## config.mk

```make
export PLATFORM = sky130hd
export DESIGN_NAME = hall_sensor_qualifier
export DESIGN_NICKNAME = d
export VERILOG_FILES = /design/src/rtl/core/hsq_pkg.sv /design/src/rtl/core/hsq_core.sv /design/src/rtl/core/hall_sensor_qualifier.sv
export SDC_FILE = /design/constraint.sdc
export NUM_CORES = 1
export LEC_CHECK = 0
export BUFFER_PORTS_ARGS = -buffer_cell sky130_fd_sc_hd__buf_2
export CORE_UTILIZATION = 45
export DETAILED_ROUTE_END_ITERATION = 10
export GPL_TIMING_DRIVEN = 0
export PLACE_DENSITY = 0.74
export SLEW_MARGIN = 10
export SYNTH_ARGS = -nofsm -noshare
export SYNTH_HDL_FRONTEND = slang
export SYNTH_SLANG_ARGS = --single-unit
```

## constraint.sdc

```tcl
create_clock -name clock -period 12.7 [get_ports clock]
set_input_delay 1.905 -clock clock [delete_from_list [all_inputs] [get_ports clock]]
set_output_delay 1.905 -clock clock [all_outputs]
set_load 0.05 [all_outputs]
```

## src/rtl/core/hsq_pkg.sv

```systemverilog
// Shared types and constants for the Hall sensor qualifier.
`default_nettype none

package hsq_pkg;

   localparam int unsigned FUNC_W  = 2;
   localparam int unsigned CODE_W  = 3;
   localparam int unsigned RUN_W   = 4;
   localparam int unsigned TIME_W  = 16;

   // Operation codes carried in the func field.
   localparam logic [FUNC_W-1:0] FUNC_EDGE    = 2'd0;
   localparam logic [FUNC_W-1:0] FUNC_RESTART = 2'd1;
   localparam logic [FUNC_W-1:0] FUNC_SEED    = 2'd2;

   // Hall codes that no healthy sensor set can produce.
   localparam logic [CODE_W-1:0] CODE_LOW  = 3'b000;
   localparam logic [CODE_W-1:0] CODE_HIGH = 3'b111;

   localparam logic [RUN_W-1:0] CONFIRM_RESET = 4'd3;

   typedef struct packed {
      logic [FUNC_W-1:0] func;
      logic [CODE_W-1:0] read_first;
      logic [CODE_W-1:0] read_second;
      logic [CODE_W-1:0] read_third;
      logic [TIME_W-1:0] now_ms;
   } hsq_item_type;

   typedef struct packed {
      logic              edge_seen;
      logic [CODE_W-1:0] hall_state;
      logic              invalid_fault;
      logic [TIME_W-1:0] ms_since_edge;
   } hsq_result_type;

endpackage : hsq_pkg

`default_nettype wire

```

## src/rtl/core/hsq_core.sv

```systemverilog
// Qualification logic and the sensor state registers it updates.
`default_nettype none

module hsq_core
   import hsq_pkg::*;
(
   input  wire logic           clock,
   input  wire logic           reset,
   input  wire logic           advance,
   input  wire hsq_item_type   item,
   input  wire logic [RUN_W-1:0] confirm_count,
   output hsq_result_type      result
);

   logic [CODE_W-1:0] state_ff, state_in;
   logic [RUN_W-1:0]  run_ff, run_in;
   logic [TIME_W-1:0] last_edge_ff, last_edge_in;

   logic              qual_op;
   logic              agree;
   logic              illegal;
   logic              run_below;
   logic [RUN_W-1:0]  run_inc;
   logic              changed;
   logic              edge_hit;
   logic              fault;

   always_comb begin
      qual_op   = (item.func == FUNC_EDGE) || (item.func == FUNC_SEED);
      agree     = (item.read_first == item.read_second) &&
                  (item.read_second == item.read_third);
      illegal   = (item.read_first == CODE_LOW) || (item.read_first == CODE_HIGH);
      run_below = run_ff < confirm_count;
      run_inc   = run_ff + RUN_W'(1);

      run_in = run_ff;
      fault  = 1'b0;
      if (qual_op && agree) begin
         if (illegal) begin
            if (run_below) begin
               run_in = run_inc;
               fault  = (run_inc == confirm_count);
            end
         end else begin
            run_in = '0;
         end
      end

      changed  = qual_op && agree && !illegal && (item.read_first != state_ff);
      edge_hit = changed && (item.func == FUNC_EDGE);
      state_in = changed ? item.read_first : state_ff;

      // A restart and an accepted edge both move the timing reference to now.
      if (edge_hit || (item.func == FUNC_RESTART)) begin
         last_edge_in = item.now_ms;
      end else begin
         last_edge_in = last_edge_ff;
      end

      result.edge_seen     = edge_hit;
      result.hall_state    = state_in;
      result.invalid_fault = fault;
      result.ms_since_edge = item.now_ms - last_edge_in;
   end

   always_ff @(posedge clock) begin
      if (reset) begin
         state_ff     <= '0;
         run_ff       <= '0;
         last_edge_ff <= '0;
      end else if (advance) begin
         state_ff     <= state_in;
         run_ff       <= run_in;
         last_edge_ff <= last_edge_in;
      end
   end

   a_fault_at_count: assert property (@(posedge clock) disable iff (reset)
      (advance && fault) |=> (run_ff == $past(confirm_count)))
      else $error("invalid fault raised without the run reaching the count");

   a_edge_zero_age: assert property (@(posedge clock) disable iff (reset)
      (advance && edge_hit) |-> (result.ms_since_edge == '0))
      else $error("accepted edge does not restart the edge age");

   a_state_legal: assert property (@(posedge clock) disable iff (reset)
      (state_ff != CODE_HIGH))
      else $error("stored hall state holds an illegal code");

   a_hold_when_idle: assert property (@(posedge clock) disable iff (reset)
      !advance |=> ($stable(state_ff) && $stable(run_ff) && $stable(last_edge_ff)))
      else $error("sensor state changed without an item");

endmodule : hsq_core

`default_nettype wire

```

## src/rtl/core/hall_sensor_qualifier.sv

```systemverilog
// Top level of the Hall sensor qualifier: input register, result register, config.
//
// The qualifier takes one item per clock while the input is not stalled and
// returns exactly one result per item. An accepted item lands in an input
// register. When the result register is free, the qualification logic updates
// the stored hall state, invalid run counter and edge time and loads the result
// register, which presents the result until it is taken.
// Throughput is one item per cycle while not stalled, set by the single pass
// through the qualification logic between the two registers. The input stalls
// only while both registers hold an item and the result is stalled. The invalid
// confirm count resets to 3 and should be written only while no item is in flight.
`default_nettype none

module hall_sensor_qualifier
   import hsq_pkg::*;
(
   input  wire logic              clock,
   input  wire logic              reset,

   input  wire logic              req_valid,
   output      logic              req_stall,
   input  wire logic [FUNC_W-1:0] req_func,
   input  wire logic [CODE_W-1:0] req_read_first,
   input  wire logic [CODE_W-1:0] req_read_second,
   input  wire logic [CODE_W-1:0] req_read_third,
   input  wire logic [TIME_W-1:0] req_now_ms,

   output      logic              rsp_valid,
   input  wire logic              rsp_stall,
   output      logic              rsp_edge_seen,
   output      logic [CODE_W-1:0] rsp_hall_state,
   output      logic              rsp_invalid_fault,
   output      logic [TIME_W-1:0] rsp_ms_since_edge,

   input  wire logic              csr_valid,
   output      logic              csr_ready,
   input  wire logic [RUN_W-1:0]  csr_invalid_confirm_count
);

   logic             in_valid_ff, in_valid_in;
   hsq_item_type     in_item_ff;
   logic             out_valid_ff, out_valid_in;
   hsq_result_type   out_result_ff;
   logic [RUN_W-1:0] confirm_ff;

   logic             out_free;
   logic             advance;
   logic             req_take;
   hsq_result_type   core_result;

   assign out_free  = !out_valid_ff || !rsp_stall;
   assign advance   = in_valid_ff && out_free;
   assign req_stall = in_valid_ff && !out_free;
   assign req_take  = req_valid && !req_stall;
   assign csr_ready = 1'b1;

   always_comb begin
      in_valid_in  = req_take || (in_valid_ff && !advance);
      out_valid_in = advance || (out_valid_ff && rsp_stall);
   end

   hsq_core u_core (
      .clock         (clock),
      .reset         (reset),
      .advance       (advance),
      .item          (in_item_ff),
      .confirm_count (confirm_ff),
      .result        (core_result)
   );

   always_ff @(posedge clock) begin
      if (reset) begin
         in_valid_ff  <= 1'b0;
         out_valid_ff <= 1'b0;
         confirm_ff   <= CONFIRM_RESET;
      end else begin
         in_valid_ff  <= in_valid_in;
         out_valid_ff <= out_valid_in;
         if (csr_valid && csr_ready) begin
            confirm_ff <= csr_invalid_confirm_count;
         end
      end
   end

   always_ff @(posedge clock) begin
      if (req_take) begin
         in_item_ff <= '{func:        req_func,
                         read_first:  req_read_first,
                         read_second: req_read_second,
                         read_third:  req_read_third,
                         now_ms:      req_now_ms};
      end
      if (advance) begin
         out_result_ff <= core_result;
      end
   end

   assign rsp_valid         = out_valid_ff;
   assign rsp_edge_seen     = out_result_ff.edge_seen;
   assign rsp_hall_state    = out_result_ff.hall_state;
   assign rsp_invalid_fault = out_result_ff.invalid_fault;
   assign rsp_ms_since_edge = out_result_ff.ms_since_edge;

   a_stall_only_when_full: assert property (@(posedge clock) disable iff (reset)
      req_stall |-> (in_valid_ff && out_valid_ff))
      else $error("input stalled while the pipeline has room");

   a_advance_fills_output: assert property (@(posedge clock) disable iff (reset)
      advance |=> out_valid_ff)
      else $error("item left the input register without reaching the output");

   a_no_lost_result: assert property (@(posedge clock) disable iff (reset)
      (out_valid_ff && rsp_stall) |=> (out_valid_ff && $stable(out_result_ff)))
      else $error("stalled result was overwritten or dropped");

endmodule : hall_sensor_qualifier

`default_nettype wire
```

==> results.md <==
- Syn-to-layout area delta: 15.5%
- Status: completed
- Clock Sinks: 77
- Post-synthesis mux area share: 4.85%
- Hold Fails Final Rpt: 0
- DR vias/cell: 5.40
- Wirelength per Cell: 14.1 um
- Filler cells: 756
- Final setup violation count: 0
- Required @ worst endpoint: 12800 ps
- Setup_tns: 0 ps
- Clk pin slew, worst setup/hold paths: 70 ps
- Synth Area in Adders: 5.10%
- Largest net degree at the start of global routing: 28
- Post-cts repair resize count: 0
- Setup crit start: in_item_ff[23]
- IO Port Bufs: 56
- Layout Cells excl Fill: 558
- Pwr Density: 116 mW/mm2
- Initial antenna violation count: 0
- Final nets: 499
- Initial Util: 47.4%
- Die H: 96 um
- Die ar.: 0.00922 mm2
- Slew Limit Headroom: 45.0%
- Post-DP HPWL: 5730 um
- Antenna Cells: 0
- First-pass GRT wire length: 12800 um
- Synth Register Bits: 77
- Slew at the pin closest to its max-slew limit: 824 ps
- Io pins: 60
- Reg2Reg Capture Point: rsp_ms_since_edge[15]
- Row count: 33
- Critical path class: reg2reg
- Data arrival, critical path: 5440 ps
- Reg2reg path depth: 18
- H-tree depth: 3
- CP startpoint kind: register
- Top_reg_cell synth: edfxtp_1
- Clk_lat worst skew: 350 ps
- GPL Wtd Cong: 0.851
- Cells after DPL: 543
- Post-CTS Setup Inserts: 0
- # hold bufs at CTS: 0
- Simple logic cell fraction of the synthesized area: 17.8%
- Crit Path Max Fanout: 10
- Post-Synth XOR/XNOR Area: 3.96%
- Synthesized area: 0.00398 mm2
- Number of global-route vias before repair: 2784
- Worst hold path type: reg2reg
- Drt drc: 0
- Max frequency: 0.187 GHz
- Max Clock Skew: 7.88 ps
- Maximum Capacitance Violations: 0
- Fin crit period: 5340 ps
- Most frequent cells in the layout: 62 x buf_2, 48 x edfxtp_1, 35 x nand2_1, 33 x nor2_1, 29 x dfxtp_1
- Compound-Gate Fraction of Synth Area: 13.6%
- Flop-to-flop setup slack: 7360 ps
- Largest family of logic cells by synthesized area: simple AND/OR/NAND/NOR gates
- CP endpoint: rsp_ms_since_edge[15]
- CTS tree: built
- Detailed Route WL: 7860 um
- Synth cell types: 64
- Number of flops mapped to enable cells by yosys: 48
- Gr usage total: 18.6%
- Initial drt markers: 125
- CTS root buf: clkbuf_8
- Number of CTS-inserted buffers: 9
- Routed via count: 3011
- Worst IR Drop VDD: 0.0630 mV
- Worst Setup End Kind: register
- Mean Syn Cell Area: 10.4 um2
- Post-synthesis sequential area ratio: 50.8%
- Clock Path Buffers: 2
- RSZ-0062 raised after global routing: false
- Yosys synthesis warning count: 0
- Synth Instances: 381
- Antenna Nets Post-Route: 0
- Pre-antenna DRT Iters: 4
- Async SR Flop Fraction: 0%
- Tcrit/Tclk final: 42.0%
- GRT Residual Overflow: 0
- Mapped Nets: 431
- Lkg Pwr: 0.00180 uW
- Die W: 96 um
- Worst reg2reg path startpoint: in_item_ff[23]
- Core area: 0.00838 mm2
- Slew Limit Fails: 0
- Most common library cell in the layout ignoring fill and taps: buf_2
- Share of cells above drive strength 1: 20.3%
per-layer routing:
metal  global-route usage, %  vias to the layer above  routed length [um]
met5                       0                        -                   0
met4                    10.7                        0                 251
met3                    3.24                       19                 302
met2                    30.3                       75                3700
met1                    23.2                     1417                3600
li1                        -                     1500                   -
critical path, stage by stage (launching register included):
cell and delay [ps]:
edfxtp_1 360, clkbuf_1 220, or3_1 400, a222oi_1 420
a41oi_1 230, nor2_1 290, buf_2 280, buf_2 330
mux2i_1 310, ha_1 300, a21oi_1 210, a221oi_1 150
a21oi_1 150, o21ai_1 210, or4_1 520, nand4_1 100
o21ai_1 110, o41a_1 360, xnor2_1 140
cell usage after synthesis (all sizes together) (3+ instances only):
master | instances | share of area (%)
a211oi | 5 | 1.4
a21o | 3 | 0.57
a21oi | 27 | 3.4
and3 | 3 | 0.47
buf | 8 | 1.2
clkbuf | 6 | 0.57
dfxtp | 29 | 15
edfxtp | 48 | 36
ha | 13 | 4.1
inv | 21 | 2.0
mux2i | 17 | 4.3
nand2 | 35 | 3.3
nand2b | 13 | 2.0
nand3 | 8 | 1.0
nor2 | 33 | 3.1
nor2b | 12 | 1.9
nor3 | 4 | 0.50
o211ai | 5 | 0.94
o21ai | 13 | 1.6
o22ai | 3 | 0.47
or2 | 5 | 0.91
or3 | 5 | 0.79
xnor2 | 13 | 2.9
xor2 | 5 | 1.1
report_power, final:
group,internal [uW],total (uW),switching (uW),leakage (uW)
logic,33.3,91.1,57.8,0.00102
clock network,74.1,156,82.0,0.0000836
registers,281,287,6.46,0.000698
total,388,534,146,0.00180
final cells by class:
class / instances / area (um2) / area share (%)
well taps: 105 / 131 / 2.86
plain buffers: 14 / 71.3 / 1.55
clock inverters: 3 / 13.8 / 0.300
flip-flops and latches: 77 / 2020 / 44.0
repair buffers: 57 / 308 / 6.70
inverters: 21 / 78.8 / 1.72
clock buffers: 12 / 145 / 3.16
multi-input cells: 269 / 1820 / 39.7
state kept, by name, summed over array words and instances (netlist names):
| name | cells |
|---|---|
| u_core.run_ff | 4 |
| rsp_valid | 1 |
| in_item_ff | 27 |
| rsp_ms_since_edge | 16 |
| u_core.state_ff | 3 |
| confirm_ff | 4 |
| rsp_edge_seen | 1 |
| in_valid_ff | 1 |
| rsp_hall_state | 3 |
| u_core.last_edge_ff | 16 |
| rsp_invalid_fault | 1 |
logic make-up after synthesis:
group                    Yosys count
multiplexers                      19
AND/OR/NAND/NOR                  137
flip-flops                        77
XOR/XNOR                          18
buffers and inverters             35
other                              1
adder cells (fa/ha/maj)           16
AO/OA/AOI/OAI                     78
worst min-delay path by stage:
stage,startpoint,endpoint,slack [ps],cells past startpoint
2_1_floorplan,u_core.last_edge_ff[12],u_core.last_edge_ff[12],440,2
3_3_place_gp,u_core.last_edge_ff[12],u_core.last_edge_ff[12],440,2
3_5_place_dp,u_core.last_edge_ff[2],u_core.last_edge_ff[2],450,2
4_1_cts,u_core.last_edge_ff[2],u_core.last_edge_ff[2],460,2
5_1_grt,u_core.last_edge_ff[0],u_core.last_edge_ff[0],480,2
6_report,u_core.last_edge_ff[2],u_core.last_edge_ff[2],460,2
stage by stage:
step / util [%] / setup slack (ps) / power, uW / hold WS (ps) / instance area [um2]
after global routing: 54.8 / 6960 / 558 / 476 / 4590
after CTS: 54.8 / 7390 / 539 / 462 / 4590
after floorplan: - / 8040 / 359 / 436 / 3980
after detailed placement: 52.9 / 7430 / 384 / 452 / 4430
final: 54.8 / 7360 / 534 / 459 / 4590
after global placement: 52.4 / 6940 / 380 / 442 / 4390
Note: power is estimated with default switching activity, not from simulation.
